### src/rtl/core/sec3d_pkg.sv
// ----------------------------------------------------------------------------
// sec3d_pkg
// Types and constants shared by the sub-voxel edge centroid block.
// ----------------------------------------------------------------------------
package sec3d_pkg;

    localparam int CFG_W    = 11;   // size register width
    localparam int IDX_W    = 10;   // voxel index width
    localparam int GRAD_W   = 16;   // gradient magnitude width
    localparam int POS_W    = 19;   // result position width
    localparam int SUM_W    = 18;   // sum of three gradients
    localparam int DVS_W    = 19;   // divisor, twice the sum
    localparam int NUM_AXES = 3;
    localparam int PADDR_W  = 4;
    localparam int PDATA_W  = 32;
    localparam int REG_IDX_W = PADDR_W - 2;

    // register indexes
    localparam logic [REG_IDX_W-1:0] REG_SIZE_X = 2'd0;
    localparam logic [REG_IDX_W-1:0] REG_SIZE_Y = 2'd1;
    localparam logic [REG_IDX_W-1:0] REG_SIZE_Z = 2'd2;

    typedef logic [CFG_W-1:0] t_size;
    typedef t_size [NUM_AXES-1:0] t_size_vec;

    typedef struct packed {
        logic              is_edge;
        logic [IDX_W-1:0]  index_x;
        logic [IDX_W-1:0]  index_y;
        logic [IDX_W-1:0]  index_z;
        logic [GRAD_W-1:0] grad_centre;
        logic [GRAD_W-1:0] grad_x_minus;
        logic [GRAD_W-1:0] grad_x_plus;
        logic [GRAD_W-1:0] grad_y_minus;
        logic [GRAD_W-1:0] grad_y_plus;
        logic [GRAD_W-1:0] grad_z_minus;
        logic [GRAD_W-1:0] grad_z_plus;
    } t_in_item;

    typedef struct packed {
        logic [POS_W-1:0] pos_x;
        logic [POS_W-1:0] pos_y;
        logic [POS_W-1:0] pos_z;
    } t_out_item;

    // per-axis control that rides along the divider pipeline
    typedef struct packed {
        logic [IDX_W-1:0] idx;
        logic             neg;
        logic [DVS_W-1:0] dvs;
    } t_lane_ctl;

    typedef t_lane_ctl [NUM_AXES-1:0] t_lane_vec;

endpackage

### src/rtl/core/sec3d_post.sv
// ----------------------------------------------------------------------------
// sec3d_post
// Last stage: applies the rounded offset to the index, drops voxels that
// land outside the volume, and holds the result register.
// ----------------------------------------------------------------------------
module sec3d_post import sec3d_pkg::*; #(
    parameter  int FRAC = 8,
    localparam int QW   = FRAC + 1,
    localparam int PW   = FRAC + CFG_W
) (
    input  logic                         i_clk,
    input  logic                         i_rst_n,
    input  logic                         i_en,
    input  logic                         i_valid,
    input  t_lane_vec                    i_ctl,
    input  logic [NUM_AXES-1:0][QW-1:0]  i_quo,
    input  t_size_vec                    i_size,
    output logic                         o_valid,
    output t_out_item                    o_item
);

    logic [PW-1:0]       base [NUM_AXES];
    logic [PW-1:0]       offs [NUM_AXES];
    logic [PW-1:0]       lim  [NUM_AXES];
    logic [PW-1:0]       pos  [NUM_AXES];
    logic [NUM_AXES-1:0] ok;
    t_out_item           n_item;
    logic                r_valid;
    t_out_item           r_item;

    // position and range test per axis
    always_comb begin
        for (int a = 0; a < NUM_AXES; a++) begin
            base[a] = PW'(i_ctl[a].idx) << FRAC;
            offs[a] = PW'(i_quo[a]);
            lim[a]  = PW'(i_size[a]) << FRAC;
            if (i_ctl[a].neg) begin
                pos[a] = base[a] - offs[a];
                ok[a]  = (offs[a] <= base[a]) && (pos[a] <= lim[a]);
            end else begin
                pos[a] = base[a] + offs[a];
                ok[a]  = (pos[a] <= lim[a]);
            end
        end
        n_item.pos_x = POS_W'(pos[0]);
        n_item.pos_y = POS_W'(pos[1]);
        n_item.pos_z = POS_W'(pos[2]);
    end

    // output register
    always_ff @(posedge i_clk) begin
        if (!i_rst_n) begin
            r_valid <= 1'b0;
        end else if (i_en) begin
            r_valid <= i_valid && (ok == '1);
        end
    end

    always_ff @(posedge i_clk) begin
        if (i_en) begin
            r_item <= n_item;
        end
    end

    assign o_valid = r_valid;
    assign o_item  = r_item;

endmodule

### config.mk
export PLATFORM = sky130hd
export DESIGN_NAME = sec3d_post
export DESIGN_NICKNAME = d
export VERILOG_FILES = /design/src/rtl/core/sec3d_pkg.sv /design/src/rtl/core/sec3d_post.sv
export SDC_FILE = /design/constraint.sdc
export NUM_CORES = 1
export LEC_CHECK = 0
export BUFFER_PORTS_ARGS = -buffer_cell sky130_fd_sc_hd__buf_2
export CAP_MARGIN = 30
export CORE_MARGIN = 2
export CORE_UTILIZATION = 40
export CTS_BUF_LIST = sky130_fd_sc_hd__clkbuf_8
export DETAILED_ROUTE_END_ITERATION = 12
export HOLD_SLACK_MARGIN = 0.03
export PLACE_DENSITY = 0.69
export SKIP_CTS_REPAIR_TIMING = 1
export SYNTH_ARGS = -nofsm -noshare
export SYNTH_HDL_FRONTEND = slang
export SYNTH_SLANG_ARGS = --single-unit
### constraint.sdc
create_clock -name i_clk -period 9.2 [get_ports i_clk]
set_input_delay 2.3 -clock i_clk [delete_from_list [all_inputs] [get_ports i_clk]]
set_output_delay 2.3 -clock i_clk [all_outputs]
set_load 0.005 [all_outputs]
==> summary.md <==
| Metric | Value |
|---|---|
| Reg clk slew, reported paths | 60 ps |
| Die Span Y | 122 um |
| Final hold vios | 0 |
| PD cells | 121 nW/um^2 |
| Setup crit end kind | register |
| Design area | 6760 um^2 |
| Max Fclk | 187 MHz |
| Top-area cell type share of the netlist area | 30.6% |
| DR vias | 4774 |
| Placement Cell Area | 6540 um^2 |
| Starting DRT DRC Count | 287 |
| Row count | 43 |
| Dpl hpwl | 10.8 mm |
| Die area | 15000 um^2 |
| Worst-Margin Slew | 804 ps |
| Sequential fraction of the synthesis area | 30.9% |
| CTS root buf | clkbuf_8 |
| Synth async-reset ratio | 0% |
| WP data arrival | 5600 ps |
| Initial DRT Pass Iterations | 4 |
| Die X | 122 um |
| Initial Utilization | 40.7% |
| Routed Antenna Nets | 0 |
| Clock Skew | 0 ps |
| Largest cells by area after synthesis | edfxtp_1 (31%), ha_1 (18%), xnor2_1 (8.4%) |
| Final setup viols | 0 |
| Most frequent cells in the layout | buf_2 (154), ha_1 (81), edfxtp_1 (57) |
| Yosys warnings | 0 |
| Post-synthesis cell count | 575 |
| Via density per instance | 5.25 |
| Setup TNS Final | 0 ps |
| Vias in the first global route | 4689 |
| Syn Nets | 810 |
| Required @ worst endpoint | 9450 ps |
| Post-DR wirelength/cell | 15.2 um |
| Most common cell after layout, fill and taps aside | buf_2 |
| Grt total ovfl | 0 |
| Synthesis-stage register bit count | 58 |
| CTS Buf Count | 9 |
| TritonCTS clock tree | built |
| Nature of the critical path startpoint | primary input |
| Post-synth EDFFs | 57 |
| Largest net degree at the start of global routing | 60 |
| Unrepaired setup endpoints after global routing | false |
| CTS sink cnt | 58 |
| Clock period minus final worst setup slack | 5350 ps |
| Outcome | finished clean |
| Layout cells sized above 1 | 28.9% |
| Global-route wire length before repair | 22.1 mm |
| Max-cap violations | 0 |
| # diodes | 0 |
| IO buf count | 154 |
| Hold WC Path Type | reg -> reg |
| Slew margin rel. | 46.4% |
| Post-synth top flop | edfxtp_1 |
| Tot GR Track Use | 18.7% |
| Final Util | 49.1% |
| Maximum vdd drop | 0.0000577 V |
| P&R area growth vs syn | 20.6% |
| Top Ports | 212 |
| H-tree depth | 3 |
| Core Footprint | 13800 um^2 |
| Syn Area/Cell | 9.74 um^2 |
| Routability-driven placement congestion ratio | 0.874 |
| Clock Path Buffers | 2 |
| Total Wirelength | 13.9 mm |
| CP Class | in -> reg |
| Post-synth cell types | 52 |
| Antenna violations before repair | 0 |
| Tcrit/Tclk final | 58.2% |
| Maximum net fanout on the critical path | 6 |
| Nets | 959 |
| Slew Viols, Final | 0 |
| Area of the mapped netlist | 5600 um^2 |
| DRC violations left | 0 |
| Pleak | 3.01 nW |
| Clock Latency Late Sink | 340 ps |
| Cell taking the most area after synthesis | edfxtp_1 |
==> final timing paths <==
kind              from      end  slack (ps)  cells after the start
max          i_quo[19]  o_valid        3850                     17
min            o_valid  o_valid         540                      2
max reg2reg    o_valid  o_valid        8580                      2
min reg2reg    o_valid  o_valid         540                      2
==> where the power goes <==
part / internal [mW] / switching [mW] / leakage, nW
combinational: 0.105 / 0.122 / 2.33
clock: 0.153 / 0.107 / 0.118
sequential: 0.323 / 0.00765 / 0.565
==> critical path: stages <==
cell,delay [ps]
buf_2,110
inv_1,80
ha_1,210
nand2b_1,170
nor4b_2,540
a21oi_1,240
and2_1,230
nor2b_1,140
xor2_1,210
ha_1,280
nand3_1,100
nor3_1,80
a221oi_1,260
o21ai_0,130
nand2_1,80
a41oi_1,60
o41ai_2,360
==> logic make-up after synthesis <==
family | after synthesis | share of synthesized area [%]
adders and majority gates | 81 | 18.1
AOI/OAI and AO/OA | 89 | 10.7
muxes | 32 | 6.41
buffers and inverters | 59 | 3.95
and+or+nand+nor | 177 | 17.6
xor gates and xnor gates | 79 | 12.4
DFF | 58 | 30.9
==> per-stage QoR <==
| stage | hold slack [ps] | power, mW | instances | worst slack, ps |
|---|---|---|---|---|
| final | 541 | 0.818 | 909 | 3850 |
| after global routing | 572 | 0.873 | 909 | 3580 |
| after CTS | 545 | 0.830 | 909 | 3840 |
| after detailed placement | 514 | 0.563 | 893 | 3520 |
| after global placement | 490 | 0.560 | 893 | 3620 |
| after floorplan | 488 | 0.468 | 575 | 4170 |
==> cell type report <==
cell class                      count  area (um^2)
Fill cell                        1363         7020
Multi-Input combinational cell    458         3650
Sequential cell                    58         1730
Timing Repair Buffer              155          778
Tap cell                          180          225
Clock buffer                       13          179
Inverter                           42          158
Clock inverter                      3         37.5
==> metal layers <==
metal / wire length, um / up-vias / global-route usage [%]
met2: 6520 / 145 / 31.2
met5: 0 / - / 0
li1: - / 2415 / -
met4: 197 / 0 / 6.18
met3: 841 / 18 / 3.35
met1: 6290 / 2196 / 24.5
==> Yosys cell counts (all sizes together), types with 7 or more instances <==
| cell | instances |
|---|---|
| nand2 | 36 |
| a21oi | 18 |
| nor4 | 8 |
| nor3 | 18 |
| xnor2 | 54 |
| xor2 | 25 |
| or3 | 9 |
| clkbuf | 12 |
| o21ai | 24 |
| nor2b | 9 |
| nand2b | 11 |
| ha | 81 |
| nand3 | 27 |
| nand4 | 12 |
| mux2 | 31 |
| inv | 42 |
| and3 | 13 |
| a211oi | 7 |
| nor2 | 17 |
| edfxtp | 57 |
==> sequential cells by signal (all words and copies together), names as in the netlist <==
name	cells
o_valid	1
o_item	57
Note: power is estimated with default switching activity, not from simulation.
