`src/rtl/core/sec3d_pkg.sv`:
```
// ----------------------------------------------------------------------------
// sec3d_pkg
// Types and constants shared by the sub-voxel edge centroid block.
// ----------------------------------------------------------------------------
package sec3d_pkg;

    localparam int CFG_W    = 11;   // size register width
    localparam int IDX_W    = 10;   // voxel index width
    localparam int GRAD_W   = 16;   // gradient magnitude width
    localparam int POS_W    = 19;   // result position width
    localparam int SUM_W    = 18;   // sum of three gradients
    localparam int DVS_W    = 19;   // divisor, twice the sum
    localparam int NUM_AXES = 3;
    localparam int PADDR_W  = 4;
    localparam int PDATA_W  = 32;
    localparam int REG_IDX_W = PADDR_W - 2;

    // register indexes
    localparam logic [REG_IDX_W-1:0] REG_SIZE_X = 2'd0;
    localparam logic [REG_IDX_W-1:0] REG_SIZE_Y = 2'd1;
    localparam logic [REG_IDX_W-1:0] REG_SIZE_Z = 2'd2;

    typedef logic [CFG_W-1:0] t_size;
    typedef t_size [NUM_AXES-1:0] t_size_vec;

    typedef struct packed {
        logic              is_edge;
        logic [IDX_W-1:0]  index_x;
        logic [IDX_W-1:0]  index_y;
        logic [IDX_W-1:0]  index_z;
        logic [GRAD_W-1:0] grad_centre;
        logic [GRAD_W-1:0] grad_x_minus;
        logic [GRAD_W-1:0] grad_x_plus;
        logic [GRAD_W-1:0] grad_y_minus;
        logic [GRAD_W-1:0] grad_y_plus;
        logic [GRAD_W-1:0] grad_z_minus;
        logic [GRAD_W-1:0] grad_z_plus;
    } t_in_item;

    typedef struct packed {
        logic [POS_W-1:0] pos_x;
        logic [POS_W-1:0] pos_y;
        logic [POS_W-1:0] pos_z;
    } t_out_item;

    // per-axis control that rides along the divider pipeline
    typedef struct packed {
        logic [IDX_W-1:0] idx;
        logic             neg;
        logic [DVS_W-1:0] dvs;
    } t_lane_ctl;

    typedef t_lane_ctl [NUM_AXES-1:0] t_lane_vec;

endpackage

```
`src/rtl/core/sec3d_div_step.sv`:
```
// ----------------------------------------------------------------------------
// sec3d_div_step
// One restoring division stage: resolves quotient bit STEP on all three
// axes and registers the partial remainder and quotient.
// ----------------------------------------------------------------------------
module sec3d_div_step import sec3d_pkg::*; #(
    parameter  int FRAC = 8,
    parameter  int STEP = 0,
    localparam int NW   = FRAC + GRAD_W + 2,
    localparam int QW   = FRAC + 1,
    localparam int CW   = FRAC + DVS_W
) (
    input  logic                         i_clk,
    input  logic                         i_rst_n,
    input  logic                         i_en,
    input  logic                         i_valid,
    input  t_lane_vec                    i_ctl,
    input  logic [NUM_AXES-1:0][NW-1:0]  i_rem,
    input  logic [NUM_AXES-1:0][QW-1:0]  i_quo,
    output logic                         o_valid,
    output t_lane_vec                    o_ctl,
    output logic [NUM_AXES-1:0][NW-1:0]  o_rem,
    output logic [NUM_AXES-1:0][QW-1:0]  o_quo
);

    logic [CW-1:0]                   dvs_sh [NUM_AXES];
    logic [NUM_AXES-1:0]             ge;
    logic [NUM_AXES-1:0][NW-1:0]     n_rem;
    logic [NUM_AXES-1:0][QW-1:0]     n_quo;
    logic                            r_valid;
    t_lane_vec                       r_ctl;
    logic [NUM_AXES-1:0][NW-1:0]     r_rem;
    logic [NUM_AXES-1:0][QW-1:0]     r_quo;

    // compare against the shifted divisor, subtract when it fits
    always_comb begin
        for (int a = 0; a < NUM_AXES; a++) begin
            dvs_sh[a] = CW'(i_ctl[a].dvs) << STEP;
            ge[a]     = (CW'(i_rem[a]) >= dvs_sh[a]);
            n_rem[a]  = ge[a] ? NW'(CW'(i_rem[a]) - dvs_sh[a]) : i_rem[a];
            n_quo[a]  = {i_quo[a][QW-2:0], ge[a]};
        end
    end

    always_ff @(posedge i_clk) begin
        if (!i_rst_n) begin
            r_valid <= 1'b0;
        end else if (i_en) begin
            r_valid <= i_valid;
        end
    end

    always_ff @(posedge i_clk) begin
        if (i_en) begin
            r_ctl <= i_ctl;
            r_rem <= n_rem;
            r_quo <= n_quo;
        end
    end

    assign o_valid = r_valid;
    assign o_ctl   = r_ctl;
    assign o_rem   = r_rem;
    assign o_quo   = r_quo;

endmodule

```
`config.mk`:
```
export PLATFORM = sky130hd
export DESIGN_NAME = sec3d_div_step
export DESIGN_NICKNAME = d
export VERILOG_FILES = /design/src/rtl/core/sec3d_pkg.sv /design/src/rtl/core/sec3d_div_step.sv
export SDC_FILE = /design/constraint.sdc
export NUM_CORES = 1
export LEC_CHECK = 0
export BUFFER_PORTS_ARGS = -buffer_cell sky130_fd_sc_hd__buf_2
export CORE_MARGIN = 1
export CORE_UTILIZATION = 40
export CTS_BUF_LIST = sky130_fd_sc_hd__clkbuf_4
export CTS_CLUSTER_SIZE = 16
export DETAILED_ROUTE_END_ITERATION = 10
export PLACE_DENSITY = 0.67
export SLEW_MARGIN = 25
export SYNTH_ARGS = -nofsm -noshare
export SYNTH_HDL_FRONTEND = slang
export SYNTH_SLANG_ARGS = --single-unit
```
`constraint.sdc`:
```
create_clock -name i_clk -period 5.02 [get_ports i_clk]
set_input_delay 0.753 -clock i_clk [delete_from_list [all_inputs] [get_ports i_clk]]
set_output_delay 0.753 -clock i_clk [all_outputs]
set_load 0.1 [all_outputs]
```
==> Implementation_results.wiki, run 1 <==
{| class="wikitable"
! Metric !! Value
|-
| Outcome || finished clean
|-
| Die outline area || 25,500 um^2
|-
| WL met3 || 1970 um
|-
| Post-detailed-route wirelength per cell || 16.8 um
|-
| Highest Clock Rate || between 0.2 and 0.3 GHz
|-
| Wire length reported by the detailed router || approximately 26,000 um
|-
| Post-synth top flop || sky130_fd_sc_hd__edfxtp_1
|-
| Root buffer cell || sky130_fd_sc_hd__clkbuf_4
|-
| H-tree levels || 4
|-
| Final non-filler cell total || 1,540
|-
| Total of warnings raised by yosys || 0
|-
| Buffer levels on the longest clock path || 2
|-
| Clock net sink count || 196
|-
| Distinct cell type count after synthesis || 58
|-
| Count of unresolved DRC violations after routing || 0
|-
| Area share of the largest cell type after synthesis || 58.8%
|-
| Clock latency reported for the late side of the worst-skew pair || roughly 0.57 ns
|-
| CP startpoint kind || input pin
|-
| Setup TNS || 0 ns
|-
| Syn-to-layout area delta || 27.3%
|-
| Std cell rows || 57
|-
| Number of nets produced by synthesis || between 1k and 1.5k
|-
| Launch instance of the worst register-to-register path || o_valid
|-
| Critical-path cell with the highest stage delay || sky130_fd_sc_hd__a311o_1
|-
| Seq/Total Area, Yosys || a little under 60%
|-
| Half-perimeter wire length of the detailed placement result || around 20,000 um
|-
| Inserted Clock Buffers || 17
|-
| Async set-or-reset flop fraction in the synthesized netlist || 0%
|-
| Syn_area_per_cell || about 12 um^2
|-
| Vias || 7,718
|-
| Summed instance area of the synthesized netlist || approximately 10000 um^2
|-
| Post_cts resized || 0
|-
| Start point of the critical path || i_rem[52]
|-
| Total length of routed met2 wires || 12,800 um
|-
| Transition time at the pin with the least slew margin || 0.888 ns
|-
| CP max stage delay || 0.44 ns
|-
| Final-report max-slew violation count || 0
|-
| Register bit total from synthesis || slightly below 200
|-
| Fin crit share || 69.5%
|-
| First-pass iteration count of the detailed router || 5
|-
| Routability Congestion || ~0.9
|-
| Post-synthesis adder-cell area fraction || 7.77%
|-
| Finished Core Util || 51.9%
|-
| Final hold violation count || 0
|-
| Maximum number of pins on one net before global-route repair || 100
|-
| Global router's overall resource usage || about a fifth
|-
| Post-route minimum period || 3.49 ns
|-
| Type of the tightest min-delay check || in2reg
|-
| I/O pins || 395
|-
| Worst IR Drop VDD || between 0.15 and 0.2 mV
|-
| Ranking of synthesized cells by area || sky130_fd_sc_hd__edfxtp_1 (59%), sky130_fd_sc_hd__ha_1 (7.2%), sky130_fd_sc_hd__xnor2_1 (4.6%)
|-
| Most common cell in the synthesized netlist || sky130_fd_sc_hd__edfxtp_1
|-
| CP dominant cell by count || sky130_fd_sc_hd__inv_1
|-
| Critical path type || in2reg
|-
| Vias per Instance || 5.01
|-
| Count of flip-flops with a built-in enable after synthesis || 195
|-
| Port buffer count || 391
|-
| Cells along the critical path || buf_2, inv_1, ha_1, inv_1, fa_1, a21o_1, a221o_1, a311o_1, a2111o_1, a31o_2, a221oi_2, xnor2_1, mux2_2
|-
| Hold buffer count at CTS || 0
|-
| Initial Utilization || 40.8%
|-
| Largest fanout on the critical path || 5
|-
| WP data arrival || 3.87 ns
|-
| Number of setup buffers added after CTS || 0
|-
| Global-route wire length before repair || a little under 40,000 um
|-
| PnR Total Power || 5020 uW
|-
| Mux contribution to synthesized area || 2.93%
|-
| Violation count after the first detailed-routing iteration || about 420
|-
| Top sig layer || met5
|-
| Nature of the critical path endpoint || register
|-
| Area share of xor/xnor cells in the synthesized design || 5.63%
|-
| Cell types with the highest counts after synthesis || sky130_fd_sc_hd__edfxtp_1 (195), sky130_fd_sc_hd__inv_1 (73), sky130_fd_sc_hd__ha_1 (57), sky130_fd_sc_hd__xnor2_1 (52)
|-
| Fraction of final layout cells sized beyond drive strength 1 || 38.7%
|-
| Clock slew seen by the registers of the worst setup and hold paths || 0.22 ns
|-
| Horizontal die dimension || 160 um
|-
| Leak || 0.00557 uW
|-
| Complex-gate fraction of the synthesized area || 12.6%
|-
| CTS tree || yes
|-
| Final antenna-violating net count || 0
|-
| Setup repair after global routing missed its margin || no
|-
| Power density cells || around 400 nW/um^2
|-
| Launch instance of the worst min-delay path || i_ctl[24]
|-
| Placed Cells incl. Taps || 1,502
|-
| Post-placement setup slack || around 0.88 ns
|-
| Multi-input gate area in the final layout || 3740 um^2
|-
| Total overflow reported by the global router || 0
|-
| Initial antenna violation count || 7
|-
| Worst slew margin relative to its limit || 40.8%
|-
| Post-synthesis simple-gate area fraction || 8.59%
|-
| Main combinational cell family by area after synthesis || compound AO/OA/AOI/OAI gates
|-
| Routed met1 length || 10,600 um
|-
| Max Clock Skew || 0 ns
|-
| Vertical die dimension || 160 um
|-
| Cell taking the most area after synthesis || sky130_fd_sc_hd__edfxtp_1
|-
| Final nets || 1,456
|-
| Seq. cell area || 5880 um^2
|-
| Area of the core || 24,400 um^2
|-
| Max Cap Viol || 0
|-
| Worst setup margin || 1.53 ns
|-
| Final count of negative-setup-slack endpoints || 0
|-
| Required time reported for the critical path endpoint || 5.40 ns
|-
| Filler cell count || 2,227
|-
| Via count of the first global-routing pass || 7,289
|-
| Count of mapped cells out of synthesis || 800
|}
## path summary, 6_finish.rpt
path / endpoint / slack, ns / cells past startpoint
worst min-delay path: o_ctl[24] / 0.31 / 1
worst max-delay path: o_rem[70] / 1.53 / 13
worst min register to register: o_valid / 0.54 / 2
worst max register to register: o_valid / 4.42 / 2
## worst max-delay path: cells and delay by family
kind                       cells  cell delay [ns]
xor gates and xnor gates       1             0.09
AOI/OAI and AO/OA              6             1.98
adders and majority gates      2             0.55
muxes                          1             0.26
buffers and inverters          3             0.23
## sequential cells by signal (all words and copies together), names as in the netlist
signal   flops
o_rem       78
o_ctl       90
o_valid      1
o_quo       27
## cell type report
| cell class | instances | area share, % |
|---|---|---|
| repair buffers | 396 | 15.9 |
| multi-input cells | 513 | 29.6 |
| clock buffers | 17 | 1.01 |
| diodes | 6 | 0.119 |
| flip-flops and latches | 196 | 46.4 |
| clock inverters | 15 | 1.65 |
| inverters | 73 | 2.16 |
| well taps | 324 | 3.20 |
## routing by layer
layer	global-route usage, %	vias up
met2	34.3	285
met1	24.0	3614
met3	5.38	29
met5	0	-
met4	6.56	4
li1	-	3786
## power breakdown
part / switching (uW) / internal (uW) / total, uW
Sequential: 39.8 / 2010 / 2050
Combinational: 1630 / 392 / 2030
Clock: 692 / 254 / 947
Total: 2370 / 2650 / 5020
## per-stage QoR
step                      hold slack (ns)  area (um^2)
after floorplan                     0.852         9950
after CTS                           0.241        12700
after global placement              0.495        12300
after detailed placement            0.507        12300
final                               0.309        12700
after global routing                0.233        12700
## layout by cell type (no fill, tap or decap), drive strengths merged, types with 12 or more instances in the layout
cell | Yosys | layout
a21o | 20 | 20
xnor2 | 52 | 52
a21oi | 51 | 51
buf | 4 | 395
mux2 | 25 | 25
nor2 | 51 | 51
xor2 | 12 | 12
ha | 57 | 57
nand2 | 40 | 40
nand3 | 20 | 20
clkbuf | 14 | 18
edfxtp | 195 | 195
o21ai | 35 | 35
inv | 73 | 81
## logic make-up after synthesis
| family | count (synthesis) |
|---|---|
| flip-flops | 196 |
| XOR/XNOR | 64 |
| AND/OR/NAND/NOR | 175 |
| AO/OA/AOI/OAI | 188 |
| buffers and inverters | 91 |
| multiplexers | 26 |
| adder cells (fa/ha/maj) | 60 |
No activity file was read; power rests on OpenSTA's default activity.
==> run 2, diff against run 1 <==
==> constraint.sdc (replaced) <==
create_clock -name i_clk -period 3.3 [get_ports i_clk]
set_input_delay 0.495 -clock i_clk [delete_from_list [all_inputs] [get_ports i_clk]]
set_output_delay 0.495 -clock i_clk [all_outputs]
set_load 0.1 [all_outputs]
==> Implementation_results.wiki, run 2 (synthesis results as in run 1) <==
{| class="wikitable"
! Metric !! Value
|-
| Wire length reported by the detailed router || 26,900 um (+4.1%)
|-
| Clock net sink count || 196 (unchanged)
|-
| I/O pins || 395 (unchanged)
|-
| Critical path type || in2reg
|-
| Filler cell count || 2,182 (-2.0%)
|-
| Via count of the first global-routing pass || 7,748 (+6.3%)
|-
| PnR Total Power || 7730 uW (+54%)
|-
| CTS tree || yes
|-
| Most frequent cells in the layout || sky130_fd_sc_hd__buf_2 (390), sky130_fd_sc_hd__edfxtp_1 (195), sky130_fd_sc_hd__inv_1 (71)
|-
| CP startpoint kind || input pin
|-
| Slack of the worst reg-to-reg path || 2.69 ns (-1.73 ns)
|-
| Highest Clock Rate || 0.332 GHz
|-
| Clock latency reported for the late side of the worst-skew pair || 0.57 ns (about the same)
|-
| Transition time at the pin with the least slew margin || 0.667 ns (-0.221 ns)
|-
| Commonest non-fill, non-tap cell in the layout || sky130_fd_sc_hd__buf_2
|-
| Outcome || finished clean
|-
| Global-route wire length before repair || 40,600 um (+2.4%)
|-
| Syn-to-layout area delta || 35.5%
|-
| Clock slew seen by the registers of the worst setup and hold paths || 0.21 ns (about the same)
|-
| CP Buf/Inv Count || 3 (unchanged)
|-
| Launch instance of the worst register-to-register path || o_valid
|-
| Root buffer cell || sky130_fd_sc_hd__clkbuf_4
|-
| Final count of negative-setup-slack endpoints || 0 (unchanged)
|-
| Post-placement setup slack || -0.344 ns (-1.23 ns)
|-
| First-pass iteration count of the detailed router || 5 (unchanged)
|-
| CP max stage delay || 0.39 ns (-0.05 ns)
|-
| Fin crit share || around nine tenths
|-
| Critical-path cell with the highest stage delay || sky130_fd_sc_hd__a2111o_1
|-
| Initial Utilization || 40.8% (unchanged)
|-
| Std cell rows || 57 (unchanged)
|-
| Max Cap Viol || 0 (unchanged)
|-
| Initial antenna violation count || 4 (-3)
|-
| Nature of the critical path endpoint || register
|-
| Routability Congestion || 0.878 (-1.2%)
|-
| Start point of the critical path || i_rem[52]
|-
| Die outline area || 25,500 um^2 (unchanged)
|-
| Worst slew margin relative to its limit || 55.5% (+15 points)
|-
| Setup TNS || 0 ns (unchanged)
|-
| Final antenna-violating net count || 0 (unchanged)
|-
| Inserted Clock Buffers || 17 (unchanged)
|-
| Type of the tightest min-delay check || in2reg
|-
| Post-detailed-route wirelength per cell || 16.6 um (-1.1%)
|-
| Global router's overall resource usage || 20.3% (+0.41 points)
|-
| Required time reported for the critical path endpoint || 3.65 ns (-1.75 ns)
|-
| Largest fanout on the critical path || 4 (-1)
|-
| CP top delay family || compound AO/OA/AOI/OAI gates
|-
| Multi-input gate area in the final layout || 3780 um^2 (+0.87%)
|-
| Post-route minimum period || 3.01 ns
|-
| Final nets || 1,541 (+5.8%)
|-
| Power density cells || 573 nW/um^2 (+45%)
|-
| Total overflow reported by the global router || 0 (unchanged)
|-
| Post_cts resized || 0 (unchanged)
|-
| Area of the core || 24,400 um^2 (unchanged)
|-
| Buffer levels on the longest clock path || 2 (unchanged)
|-
| Worst setup margin || 0.287 ns (-1.24 ns)
|-
| Count of unresolved DRC violations after routing || 0 (unchanged)
|-
| Worst IR Drop VDD || 0.276 mV (+65%)
|-
| Instance count on the critical path || 13 (unchanged)
|-
| Max Clock Skew || 0 ns (unchanged)
|-
| WP data arrival || 3.36 ns (-0.51 ns)
|-
| Maximum number of pins on one net before global-route repair || 76 (-24%)
|-
| Number of setup buffers added after CTS || 0 (unchanged)
|-
| Final-report max-slew violation count || 0 (unchanged)
|-
| Half-perimeter wire length of the detailed placement result || 20,600 um (+2.5%)
|-
| Setup crit end || o_rem[70]
|-
| Leak || 0.00598 uW (+7.3%)
|-
| H-tree levels || 4 (unchanged)
|-
| Final hold violation count || 0 (unchanged)
|-
| Port buffer count || 391 (unchanged)
|-
| Destination of the worst register-to-register timing path || o_valid
|-
| Fraction of final layout cells sized beyond drive strength 1 || 39.5% (+0.78 points)
|-
| Finished Core Util || 55.3% (+3.3 points)
|-
| Seq. cell area || 5880 um^2 (unchanged)
|-
| Vias per Instance || 4.97 (-0.89%)
|-
| Depth of the worst register-to-register path || 2 (unchanged)
|-
| Violation count after the first detailed-routing iteration || 405 (-2.4%)
|-
| Setup repair after global routing missed its margin || no
|-
| Horizontal die dimension || 160 um (unchanged)
|-
| Vias || 8,052 (+4.3%)
|-
| Hold Worst Slack || 0.0715 ns (-0.237 ns)
|-
| Cells along the critical path || buf_2, inv_12, ha_4, inv_2, fa_2, a21o_1, a221o_1, a311o_1, a2111o_1, a31o_4, a221oi_2, xnor2_1, mux2_4
|-
| Flip-flop count of the largest register, all copies and words added || 90 (unchanged)
|-
| Vertical die dimension || 160 um (unchanged)
|}
==> run 2: cell count changes in the layout (fill, tap and decap cells not counted), moves of 2 or more <==
cell and delta:
sky130_fd_sc_hd__dlygate4sd3_1 +46, sky130_fd_sc_hd__inv_8 +3, sky130_fd_sc_hd__buf_12 +2, sky130_fd_sc_hd__diode_2 -4, sky130_fd_sc_hd__inv_1 -2, sky130_fd_sc_hd__buf_4 +37
sky130_fd_sc_hd__inv_6 -2
==> run 2: worst reg2reg max path, cell delays in order (launching register included) <==
cell and delay, ns:
sky130_fd_sc_hd__dfxtp_1 0.35, sky130_fd_sc_hd__mux2i_1 0.12, sky130_fd_sc_hd__nor2b_1 0.06
==> run 2: final cells by class <==
| cell class | count | area share [%] |
|---|---|---|
| Tap cell | 324 | 3.01 |
| Sequential cell | 196 | 43.6 |
| Clock inverter | 15 | 1.58 |
| Inverter | 73 | 2.13 |
| Clock buffer | 17 | 0.947 |
| Multi-Input combinational cell | 513 | 28.0 |
| Timing Repair Buffer | 481 | 20.7 |
| Antenna cell | 2 | 0.0371 |
==> run 2: per-layer routing <==
metal  share of wire [%]  vias up  global-route usage (%)  wire, um
met5                0.10        -                       0        27
met4                 1.4        4                    5.77       387
met3                 6.1       23                    4.83      1650
met2                  50      268                    35.1     13500
met1                  42     3797                    25.3     11300
li1                    -     3960                       -         -
==> run 2: timing repair <==
item	CTS	global route
endpoints found under the setup margin	0	0
hold buffers	12	34
endpoints found under the hold margin	12	34
==> run 2: worst min-delay path by stage <==
stage                            to  slack, ns  depth (start not counted)      start
after floorplan            o_ctl[0]       0.59                          0   i_ctl[0]
after global placement      o_valid       0.50                          2    o_valid
after detailed placement    o_valid       0.52                          2    o_valid
after CTS                 o_ctl[83]     0.0003                          1  i_ctl[83]
after global routing      o_ctl[85]     -0.002                          1  i_ctl[85]
final                     o_ctl[74]       0.07                          1  i_ctl[74]
==> run 2: metrics by stage <==
| step | cell area, um^2 | std cells |
|---|---|---|
| after floorplan | 9990 | 800 |
| after global placement | 12700 | 1541 |
| after detailed placement | 12700 | 1541 |
| after CTS | 13100 | 1585 |
| after global routing | 13500 | 1621 |
| final | 13500 | 1621 |
==> run 2: power by group <==
group	leakage, uW	total, uW	switching (uW)	internal (uW)
clock	0.000177	1430	1030	395
combinational	0.00389	3180	2510	677
sequential	0.00192	3120	63.1	3050
total	0.00598	7730	3600	4120
==> run 3, diff against run 2 <==
==> constraint.sdc (replaced) <==
create_clock -name i_clk -period 3.69 [get_ports i_clk]
set_input_delay 0.5535 -clock i_clk [delete_from_list [all_inputs] [get_ports i_clk]]
set_output_delay 0.5535 -clock i_clk [all_outputs]
set_load 0.1 [all_outputs]
==> Implementation_results.wiki, run 3 (synthesis results as in run 1) <==
{| class="wikitable"
! Metric !! Value
|-
| CP dominant cell by count || sky130_fd_sc_hd__inv_1
|-
| Required time reported for the critical path endpoint || 4.07 ns (+0.42 ns)
|-
| Post_cts resized || 0 (unchanged)
|-
| Routability Congestion || 0.883 (+0.60%)
|-
| Fin crit share || about 85%
|-
| Post-route minimum period || 3.14 ns
|-
| First-pass iteration count of the detailed router || 5 (unchanged)
|-
| Final count of negative-setup-slack endpoints || 0 (unchanged)
|-
| Die outline area || 25,500 um^2 (unchanged)
|-
| Port buffer count || 391 (unchanged)
|-
| Clock slew seen by the registers of the worst setup and hold paths || 0.21 ns (about the same)
|-
| Initial antenna violation count || 5 (+1)
|-
| Launch instance of the worst register-to-register path || o_valid
|-
| Type of the tightest min-delay check || in2reg
|-
| Count of unresolved DRC violations after routing || 0 (unchanged)
|-
| WP data arrival || 3.52 ns (+0.16 ns)
|-
| PnR Total Power || 6840 uW (-11%)
|-
| Via count of the first global-routing pass || 7,521 (-2.9%)
|-
| Worst IR Drop VDD || 0.237 mV (-14%)
|-
| Std cell rows || 57 (unchanged)
|-
| Initial Utilization || 40.8% (unchanged)
|-
| Slack of the worst reg-to-reg path || 3.07 ns (+0.38 ns)
|-
| Final-report max-slew violation count || 0 (unchanged)
|-
| Largest fanout on the critical path || 5 (+1)
|-
| Post-detailed-route wirelength per cell || 16.8 um (+1.0%)
|-
| Outcome || finished clean
|-
| Highest Clock Rate || 0.319 GHz
|-
| Hold buffer count at CTS || 0 (-12)
|-
| Clock net sink count || 196 (unchanged)
|-
| Syn-to-layout area delta || 28.6%
|-
| Clock latency reported for the late side of the worst-skew pair || 0.57 ns (about the same)
|-
| Global-route wire length before repair || 40,800 um (+0.54%)
|-
| Vias per Instance || 5.01 (+0.93%)
|-
| Fraction of final layout cells sized beyond drive strength 1 || 39.5% (about the same)
|-
| Number of setup buffers added after CTS || 0 (unchanged)
|-
| CP max stage delay || 0.41 ns (+0.02 ns)
|-
| Depth of the worst register-to-register path || 2 (unchanged)
|-
| Maximum number of pins on one net before global-route repair || 93 (+22%)
|-
| Max Clock Skew || 0 ns (unchanged)
|-
| Max Cap Viol || 0 (unchanged)
|-
| Nature of the critical path endpoint || register
|-
| Root buffer cell || sky130_fd_sc_hd__clkbuf_4
|-
| Worst slew margin relative to its limit || 46.1% (-9.5 points)
|-
| Setup TNS || 0 ns (unchanged)
|-
| Vias || 7,786 (-3.3%)
|-
| Inserted Clock Buffers || 17 (unchanged)
|-
| Hold path depth || 1 (unchanged)
|-
| CP startpoint kind || input pin
|-
| Critical-path cell with the highest stage delay || sky130_fd_sc_hd__a2111o_1
|-
| Final nets || 1,472 (-4.5%)
|-
| Setup repair after global routing missed its margin || no
|-
| Start point of the critical path || i_rem[52]
|-
| Horizontal die dimension || 160 um (unchanged)
|-
| CP top delay family || compound AO/OA/AOI/OAI gates
|-
| CTS tree || yes
|-
| Most frequent cells in the layout || sky130_fd_sc_hd__buf_2 (390), sky130_fd_sc_hd__edfxtp_1 (195), sky130_fd_sc_hd__inv_1 (73)
|-
| Global router's overall resource usage || 20.5% (+0.18 points)
|-
| Buffer levels on the longest clock path || 2 (unchanged)
|-
| H-tree levels || 4 (unchanged)
|-
| CP Buf/Inv Count || 3 (unchanged)
|-
| Final hold violation count || 0 (unchanged)
|-
| Commonest non-fill, non-tap cell in the layout || sky130_fd_sc_hd__buf_2
|-
| Wire length reported by the detailed router || 26,100 um (-3.2%)
|-
| Critical path type || in2reg
|-
| Violation count after the first detailed-routing iteration || 467 (+15%)
|-
| Filler cell count || 2,274 (+4.2%)
|-
| Vertical die dimension || 160 um (unchanged)
|-
| Final antenna-violating net count || 0 (unchanged)
|-
| Half-perimeter wire length of the detailed placement result || 20,400 um (-1.0%)
|-
| Area of the core || 24,400 um^2 (unchanged)
|-
| Power density cells || 534 nW/um^2 (-6.7%)
|-
| Flip-flop count of the largest register, all copies and words added || 90 (unchanged)
|-
| Setup crit end || o_rem[70]
|-
| I/O pins || 395 (unchanged)
|-
| Total overflow reported by the global router || 0 (unchanged)
|-
| Cells along the critical path || buf_2, inv_1, ha_1, inv_1, fa_1, a21o_1, a221o_1, a311o_1, a2111o_1, a31o_2, a221oi_2, xnor2_1, mux2_2
|-
| Transition time at the pin with the least slew margin || 0.809 ns (+0.142 ns)
|-
| Destination of the worst register-to-register timing path || o_valid
|-
| Instance count on the critical path || 13 (unchanged)
|-
| Leak || 0.00566 uW (-5.3%)
|}
## run 3: cell count changes in the layout (fill, tap and decap cells not counted), sizes merged
cell,before,now
inv,82,81
dlygate4sd3,46,0
diode,2,3
buf,434,411
clkinv,6,7
## run 3: per-layer routing
metal	share of wire [%]	track usage (%)	up-vias
met5	0.050	0	-
met4	1.6	5.46	2
met3	6.3	4.70	28
met2	50	35.6	304
met1	42	25.5	3637
li1	-	-	3815
## run 3: area by class of cell
class / instances / area, um^2 / area share (%)
Multi-Input combinational cell: 513 / 3750 / 29.3
Clock buffer: 17 / 128 / 0.997
Tap cell: 324 / 405 / 3.17
Clock inverter: 15 / 210 / 1.64
Inverter: 73 / 274 / 2.14
Sequential cell: 196 / 5880 / 45.9
Antenna cell: 3 / 7.51 / 0.0587
Timing Repair Buffer: 412 / 2150 / 16.8
## run 3: how the worst min path moves through the flow
stage,start,endpoint
CTS,i_quo[6],o_quo[7]
finish,i_ctl[25],o_ctl[25]
floorplan,i_ctl[0],o_ctl[0]
detailed placement,o_valid,o_valid
global route,i_quo[25],o_quo[26]
global placement,o_valid,o_valid
## run 3: worst register-to-register path, delay by kind of cell (launching register included)
kind	cells	cell delay, ns
flops	1	0.37
simple gates	1	0.14
mux	1	0.07
## run 3: report_power, final
group          internal (uW)  total, uW  leakage, uW  switching [uW]
clock                    347       1280     0.000174             932
combinational            551       2780      0.00357            2230
sequential              2730       2780      0.00192            52.6
total                   3630       6840      0.00566            3210
## run 3: per-stage QoR
step | util [%] | worst slack [ns] | area (um^2) | instances | hold slack (ns)
floorplan | - | 0.105 | 9950 | 800 | 0.652
global placement | 51.0 | -0.0455 | 12400 | 1518 | 0.495
detailed placement | 51.1 | -0.0755 | 12500 | 1518 | 0.529
CTS | 52.4 | 0.615 | 12800 | 1550 | 0.0445
global route | 52.5 | 0.508 | 12800 | 1553 | 0.0202
finish | 52.5 | 0.551 | 12800 | 1553 | 0.111
